## src/rtl/core/vle_pkg.sv

```systemverilog
// ----------------------------------------------------------------------------
// vle_pkg: shared types and constants of the variable-length encoder
// Word layout, group geometry and the group selection function.
// ----------------------------------------------------------------------------
`default_nettype none

package vle_pkg;

	localparam int ValueW    = 64;
	localparam int GroupW    = 7;
	localparam int NumGroups = 10;
	localparam int IdxW      = 4;
	localparam int ExtW      = NumGroups * GroupW;

	localparam logic [7:0] ContBit  = 8'h80;
	localparam logic [7:0] MoreBit  = 8'h40;
	localparam logic [7:0] ZeroByte = 8'h00;
	localparam logic [GroupW-1:0] GroupMsk = 7'h7f;

	typedef logic [IdxW-1:0] grp_idx_t;

	typedef struct packed {
		logic [ValueW-1:0] mag;
		logic              neg;
		logic              smode;
	} vle_item_t;

	typedef struct packed {
		vle_item_t item;
		grp_idx_t  top;
		logic      hdr_empty;
	} vle_job_t;

	function automatic logic [GroupW-1:0] group_of(input logic [ValueW-1:0] mag,
		input grp_idx_t idx);
		logic [ExtW-1:0]   ext;
		logic [GroupW-1:0] grp;
		ext = {{(ExtW - ValueW){1'b0}}, mag};
		grp = '0;
		for (int i = 0; i < NumGroups; i++) begin
			if (idx == grp_idx_t'(i)) begin
				grp = ext[i*GroupW +: GroupW] & GroupMsk;
			end
		end
		return grp;
	endfunction

endpackage

`default_nettype wire

```

## src/rtl/core/vle_mag.sv

```systemverilog
// ----------------------------------------------------------------------------
// vle_mag: first pipeline stage
// Registers the input word and forms the magnitude of a signed value.
// ----------------------------------------------------------------------------
`default_nettype none

module vle_mag
	import vle_pkg::*;
(
	input  wire logic              clk,
	input  wire logic              arst_n,
	input  wire logic              en,
	input  wire logic              take,
	input  wire logic [ValueW-1:0] value,
	input  wire logic              signed_mode,
	output logic                   v_s1,
	output vle_item_t              item_s1
);

	logic              neg;
	logic [ValueW-1:0] mag;

	assign neg = signed_mode & value[ValueW-1];
	assign mag = neg ? ({ValueW{1'b0}} - value) : value;

	always_ff @(posedge clk or negedge arst_n) begin
		if (!arst_n) begin
			v_s1 <= 1'b0;
		end else if (en) begin
			v_s1 <= take;
		end
	end

	always_ff @(posedge clk) begin
		if (en && take) begin
			item_s1.mag   <= mag;
			item_s1.neg   <= neg;
			item_s1.smode <= signed_mode;
		end
	end

endmodule

`default_nettype wire

```

## src/rtl/core/vle_scan.sv

```systemverilog
// ----------------------------------------------------------------------------
// vle_scan: second and third pipeline stages
// Finds the highest nonzero group, then checks whether a signed header
// byte must stand alone ahead of that group.
// ----------------------------------------------------------------------------
`default_nettype none

module vle_scan
	import vle_pkg::*;
(
	input  wire logic      clk,
	input  wire logic      arst_n,
	input  wire logic      v_s1,
	input  wire vle_item_t item_s1,
	input  wire logic      ser_ready,
	output logic           s2_free,
	output logic           v_s3,
	output vle_job_t       job_s3
);

	logic           v_s2;
	vle_item_t      item_s2;
	grp_idx_t       top_s2;
	logic           en3;
	grp_idx_t       top_c;
	logic [GroupW-1:0] top_grp;

	assign en3     = !v_s3 || ser_ready;
	assign s2_free = !v_s2 || en3;

	always_comb begin
		top_c = '0;
		for (int i = 0; i < NumGroups; i++) begin
			if (group_of(item_s1.mag, grp_idx_t'(i)) != '0) begin
				top_c = grp_idx_t'(i);
			end
		end
	end

	assign top_grp = group_of(item_s2.mag, top_s2);

	always_ff @(posedge clk or negedge arst_n) begin
		if (!arst_n) begin
			v_s2 <= 1'b0;
			v_s3 <= 1'b0;
		end else begin
			if (s2_free) begin
				v_s2 <= v_s1;
			end
			if (en3) begin
				v_s3 <= v_s2;
			end
		end
	end

	always_ff @(posedge clk) begin
		if (s2_free && v_s1) begin
			item_s2 <= item_s1;
			top_s2  <= top_c;
		end
		if (en3 && v_s2) begin
			job_s3.item      <= item_s2;
			job_s3.top       <= top_s2;
			job_s3.hdr_empty <= item_s2.smode & top_grp[GroupW-1];
		end
	end

endmodule

`default_nettype wire

```

## src/rtl/core/vle_ser.sv

```systemverilog
// ----------------------------------------------------------------------------
// vle_ser: byte serializer
// Emits the encoded bytes of a word one byte per cycle, highest group first.
// ----------------------------------------------------------------------------
`default_nettype none

module vle_ser
	import vle_pkg::*;
(
	input  wire logic      clk,
	input  wire logic      arst_n,
	input  wire logic      job_valid,
	input  wire vle_job_t  job,
	output logic           ready,
	output logic           strobe,
	output logic [7:0]     out_byte,
	output logic           last_byte
);

	logic              act_q;
	logic              hdr_q;
	logic              first_q;
	grp_idx_t          idx_q;
	vle_item_t         item_q;
	logic [GroupW-1:0] grp;
	logic              more;
	logic              lastc;
	logic [7:0]        byte_c;
	logic              load;

	assign grp  = group_of(item_q.mag, idx_q);
	assign more = (idx_q != '0);

	always_comb begin
		byte_c = ZeroByte;
		lastc  = !more;
		if (hdr_q) begin
			byte_c = (item_q.neg ? ContBit : ZeroByte) | MoreBit;
			lastc  = 1'b0;
		end else if (first_q && item_q.smode) begin
			byte_c = (item_q.neg ? ContBit : ZeroByte) | (more ? MoreBit : ZeroByte)
				| {2'b00, grp[GroupW-2:0]};
		end else begin
			byte_c = (more ? ContBit : ZeroByte) | {1'b0, grp};
		end
	end

	assign ready     = !act_q || lastc;
	assign load      = job_valid && ready;
	assign strobe    = act_q;
	assign out_byte  = byte_c;
	assign last_byte = act_q & lastc;

	always_ff @(posedge clk or negedge arst_n) begin
		if (!arst_n) begin
			act_q   <= 1'b0;
			hdr_q   <= 1'b0;
			first_q <= 1'b0;
			idx_q   <= '0;
		end else if (load) begin
			act_q   <= 1'b1;
			hdr_q   <= job.hdr_empty;
			first_q <= job.item.smode;
			idx_q   <= job.top;
		end else if (act_q) begin
			if (lastc) begin
				act_q <= 1'b0;
			end
			if (hdr_q) begin
				hdr_q   <= 1'b0;
				first_q <= 1'b0;
			end else begin
				first_q <= 1'b0;
				idx_q   <= idx_q - grp_idx_t'(1);
			end
		end
	end

	always_ff @(posedge clk) begin
		if (load) begin
			item_q <= job.item;
		end
	end

endmodule

`default_nettype wire

```

## src/rtl/core/varint_encoder_signed_unsigned.sv

```systemverilog
// ----------------------------------------------------------------------------
// varint_encoder_signed_unsigned: 64-bit variable-length quantity encoder
// A word is a 64-bit value and a mode bit. Raise start with value and
// signed_mode; the word is taken at a rising edge where busy is low. busy
// depends only on internal registers, never on start.
// Each word yields 1 to 10 encoded bytes, highest group first, each shown on
// out_byte for exactly one cycle with strobe high; last_byte marks the final
// byte of a word. The receiver cannot stall the output.
// A taken word passes the three pipeline stages and then the serializer
// register before its first byte appears.
// Throughput: the serializer emits one byte per cycle, so a word occupies it
// until its last byte is out; bytes of successive words follow with no gap
// while words keep arriving. The pipeline stages hold while the serializer
// is busy, and busy rises when they are full.
// Reset (arst_n low) empties the pipeline and the serializer at once.
// ----------------------------------------------------------------------------
`default_nettype none

module varint_encoder_signed_unsigned
	import vle_pkg::*;
(
	input  wire logic              clk,
	input  wire logic              arst_n,
	input  wire logic              start,
	output logic                   busy,
	input  wire logic [ValueW-1:0] value,
	input  wire logic              signed_mode,
	output logic                   strobe,
	output logic [7:0]             out_byte,
	output logic                   last_byte
);

	logic      v_s1;
	vle_item_t item_s1;
	logic      s2_free;
	logic      en1;
	logic      v_s3;
	vle_job_t  job_s3;
	logic      ser_ready;
	logic      take;

	assign en1  = !v_s1 || s2_free;
	assign busy = !en1;
	assign take = start && !busy;

	vle_mag u_mag (
		.clk         (clk),
		.arst_n      (arst_n),
		.en          (en1),
		.take        (take),
		.value       (value),
		.signed_mode (signed_mode),
		.v_s1        (v_s1),
		.item_s1     (item_s1)
	);

	vle_scan u_scan (
		.clk       (clk),
		.arst_n    (arst_n),
		.v_s1      (v_s1),
		.item_s1   (item_s1),
		.ser_ready (ser_ready),
		.s2_free   (s2_free),
		.v_s3      (v_s3),
		.job_s3    (job_s3)
	);

	vle_ser u_ser (
		.clk       (clk),
		.arst_n    (arst_n),
		.job_valid (v_s3),
		.job       (job_s3),
		.ready     (ser_ready),
		.strobe    (strobe),
		.out_byte  (out_byte),
		.last_byte (last_byte)
	);

`ifndef SYNTHESIS
	a_take_enters: assert property (@(posedge clk) disable iff (!arst_n)
		take |=> v_s1)
		else $error("accepted word did not enter the first stage");

	a_word_contiguous: assert property (@(posedge clk) disable iff (!arst_n)
		(strobe && !last_byte) |=> strobe)
		else $error("byte stream of a word was interrupted");

	a_s3_holds: assert property (@(posedge clk) disable iff (!arst_n)
		(v_s3 && !ser_ready) |=> (v_s3 && $stable(job_s3)))
		else $error("stalled third stage lost or changed its word");

	a_busy_full: assert property (@(posedge clk) disable iff (!arst_n)
		busy |-> (v_s1 && v_s3 && strobe))
		else $error("busy raised with an empty stage");
`endif

endmodule

`default_nettype wire

```

## config.mk

```make
export PLATFORM = sky130hd
export DESIGN_NAME = varint_encoder_signed_unsigned
export DESIGN_NICKNAME = d
export VERILOG_FILES = /design/src/rtl/core/vle_pkg.sv /design/src/rtl/core/vle_mag.sv /design/src/rtl/core/vle_scan.sv /design/src/rtl/core/vle_ser.sv /design/src/rtl/core/varint_encoder_signed_unsigned.sv
export SDC_FILE = /design/constraint.sdc
export NUM_CORES = 1
export LEC_CHECK = 0
export BUFFER_PORTS_ARGS = -buffer_cell sky130_fd_sc_hd__buf_2
export CELL_PAD_IN_SITES_DETAIL_PLACEMENT = 2
export CELL_PAD_IN_SITES_GLOBAL_PLACEMENT = 2
export CORE_UTILIZATION = 25
export CTS_BUF_LIST = sky130_fd_sc_hd__clkbuf_8
export DETAILED_ROUTE_END_ITERATION = 10
export PLACE_DENSITY = 0.59
export SYNTH_ARGS = -nofsm -noshare
export SYNTH_HDL_FRONTEND = slang
export SYNTH_HIERARCHICAL = 1
export SYNTH_SLANG_ARGS = --single-unit
export TNS_END_PERCENT = 5
```

## constraint.sdc

```tcl
create_clock -name clk -period 4.2 [get_ports clk]
set_input_delay 0.21 -clock clk [delete_from_list [all_inputs] [get_ports clk]]
set_output_delay 0.21 -clock clk [all_outputs]
set_load 0.05 [all_outputs]
```

==> flow_metrics.tcl <==
set metrics [dict create \
    outcome "finished, final reports clean" \
    clock_skew_ns 0.0345 \
    cts_buffer_depth 3 \
    start_util_pct 25.3 \
    p_leak_nw 4.66 \
    peakVddDrop_uv 297 \
    finalCriticalPeriod_ns 3.69 \
    cp-startpoint "u_ser/idx_q[1]" \
    max_freq_ghz 0.271 \
    io_pins 79 \
    post-route-period-util_pct 87.9 \
    via_per_inst 4.60 \
    syn_nets 846 \
    dpl_cell_area_um2 12900 \
    synth_area_um2 11800 \
    tns_ns 0 \
    antenna_found_initial 1 \
    synth_top_area_cell "edfxtp_1" \
    synth_async_sr_flop_share_pct 3.53 \
    crit_end "out_byte[6]" \
    vias 7223 \
    hpwl_um 24700 \
    ys.flop_type "edfxtp_1" \
    critPathLaunchType "flop" \
    grt_max_degree 61 \
    synth_common_cells "edfxtp_1, nor3_1, nand2_1" \
    synthCells 773 \
    grt_overflow 0 \
    path_clk_slew_ns 0.06 \
    drtPass1Iterations 4 \
    rows 79 \
    drc_errors 0 \
    cts_setup_buffers 0 \
    p_total_w 0.00829 \
    synth-edff-count 273 \
    die_area_um2 47900 \
    relSlewSlack_pct 32.5 \
    synthDistinctLibCells 75 \
    ant_nets 0 \
    htree_levels 2 \
    die_h_um 219 \
    cts.sinks 283 \
    synth.yosys.warnings 6 \
    fin_cells 1570 \
    die_w_um 219 \
    worstPathRequired_ns 3.99 \
    wl_um 32300 \
    grt_pass1_vias 7867 \
    grt_pass1_wl_um 49700 \
    synth.area.top_cells "edfxtp_1, dfrtp_1, xnor2_1" \
    cts_tree "done" \
    pwr_density_cell_nw_per_um2 584 \
    slew_violations 0 \
    area_growth_pct 20.7 \
    worst_pin_slew_ns 1.01 \
    cts-root-buf "clkbuf_8" \
    rsz0062_at_grt "false" \
    report.final.hold_viol_count 0 \
    finalCoreUtilization_pct 30.5 \
    ys_ff_latch 283 \
    portBuffers 78 \
    worstSetupPathType "flop to primary output" \
    finalSetupViolCount 0 \
    rr_startpoint "u_ser/idx_q[0]" \
    n_fill_cell 4881 \
    coreArea_um2 46500 \
    yosysMostFrequentCell "edfxtp_1" \
    seq_area_frac_synth_pct 71.9 \
    synth_top_cell_area_share_pct 69.7 \
    gp_congestion 0.756 \
    crit_fanout 30 \
    r2r_slack_ns 1.03 \
    drt_iter0_drc 314 \
    max_cap_viol_count 0 \
    hp-class "input pin to flop" \
    stdcell_area_um2 14200 \
    hp-start "value[13]" \
    cts_made_buffers 46 \
    worstSetupEndpointType "primary output" \
    grt_usage_pct 13.8 \
    fin_nets 1002 \
    insertion_delay_ns 0.58 \
    place_inst 1442 \
    ff2ff_path_depth 10 \
    r2r-end "u_mag/item_s1[18]" \
    wl_per_cell_um 20.6 \
    arrival_ns 3.48 \
    syn_area_per_cell_um2 15.2 \
    drive_gt1_share_pct 18.4 \
]
==> metrics by stage <==
step | hold WS (ns) | worst slack (ns)
floorplan | -0.0856 | 0.473
global placement | 0.102 | 1.19
detailed placement | 0.104 | 0.989
CTS | 0.00503 | 0.416
global route | 0.0200 | 0.264
finish | 0.0459 | 0.510
==> placed cells by master, fill, tap and decap left out, types with 19 or more instances in the layout <==
master / count
edfxtp_1: 273
buf_2: 78
clkbuf_8: 46
dlygate4sd3_1: 46
nor3_1: 31
inv_1: 29
nand2_1: 29
nor2_1: 28
xnor2_1: 27
nor4_1: 26
xor2_1: 26
a21oi_1: 22
o21ai_0: 19
==> where the power goes <==
part           switching [W]  internal [W]
clock                0.00107       0.00103
sequential          0.000384       0.00395
combinational        0.00125      0.000614
==> area by class of cell <==
class | count | area (µm²) | share of cell area [%]
tap | 607 | 759 | 5.35
multi-input combinational | 446 | 3130 | 22.0
antenna | 1 | 2.50 | 0.0176
sequential | 283 | 8450 | 59.6
inverter | 15 | 56.3 | 0.397
clock buffer | 46 | 633 | 4.46
timing repair buffer | 137 | 998 | 7.04
clock inverter | 35 | 160 | 1.13
==> registers in the layout (all words and copies together), names as in the netlist <==
name / cells
u_scan/v_s2: 1
u_scan/job_s3: 71
u_scan/v_s3: 1
u_ser/strobe: 1
u_ser/idx_q: 4
u_mag/item_s1: 66
u_scan/item_s2: 66
u_mag/v_s1: 1
u_scan/top_s2: 4
u_ser/hdr_q: 1
u_ser/first_q: 1
u_ser/item_q: 66
==> timing repair <==
item,4_1_cts,5_1_grt
hold endpoints to repair,55,0
resized for setup,0,0
hold buffers,46,0
==> critical path, cell delays in order, from the launching register on <==
cell	delay [ns]
dfrtp_1	0.41
inv_1	0.09
ha_1	0.53
nor2b_1	0.69
a221oi_1	0.19
o32a_1	0.38
o211ai_1	0.29
buf_2	0.32
==> logic make-up (layout without fill, tap and decap cells) <==
logic type / after synthesis / count (layout) / share of synthesized area [%]
compound gates: 152 / 152 / 9.47
xor+xnor: 53 / 53 / 3.95
fa+ha+maj: 5 / 5 / 0.532
buf+inv: 44 / 233 / 1.58
flops: 283 / 283 / 71.9
mux: 10 / 10 / 0.969
other cells: 0 / 1 / 0
simple gates: 226 / 226 / 11.6
==> metal layers <==
metal  wire length [µm]  vias to the layer above  global-route usage [%]
met4                827                        0                    4.61
met1              13800                     3624                    17.0
li1                   -                     3415                       -
met2              16800                      133                    24.7
met5                  0                        -                       0
met3                892                       51                    1.86
==> worst min-delay path by stage <==
stage	endpoint	slack, ns	cells after the start
floorplan	u_mag/v_s1	-0.09	0
global placement	u_ser/idx_q[3]	0.10	1
detailed placement	u_ser/idx_q[3]	0.10	1
CTS	u_mag/item_s1[19]	0.005	2
global route	u_mag/item_s1[15]	0.02	2
finish	u_mag/item_s1[15]	0.05	2
No activity file was read; power rests on OpenSTA's default activity.
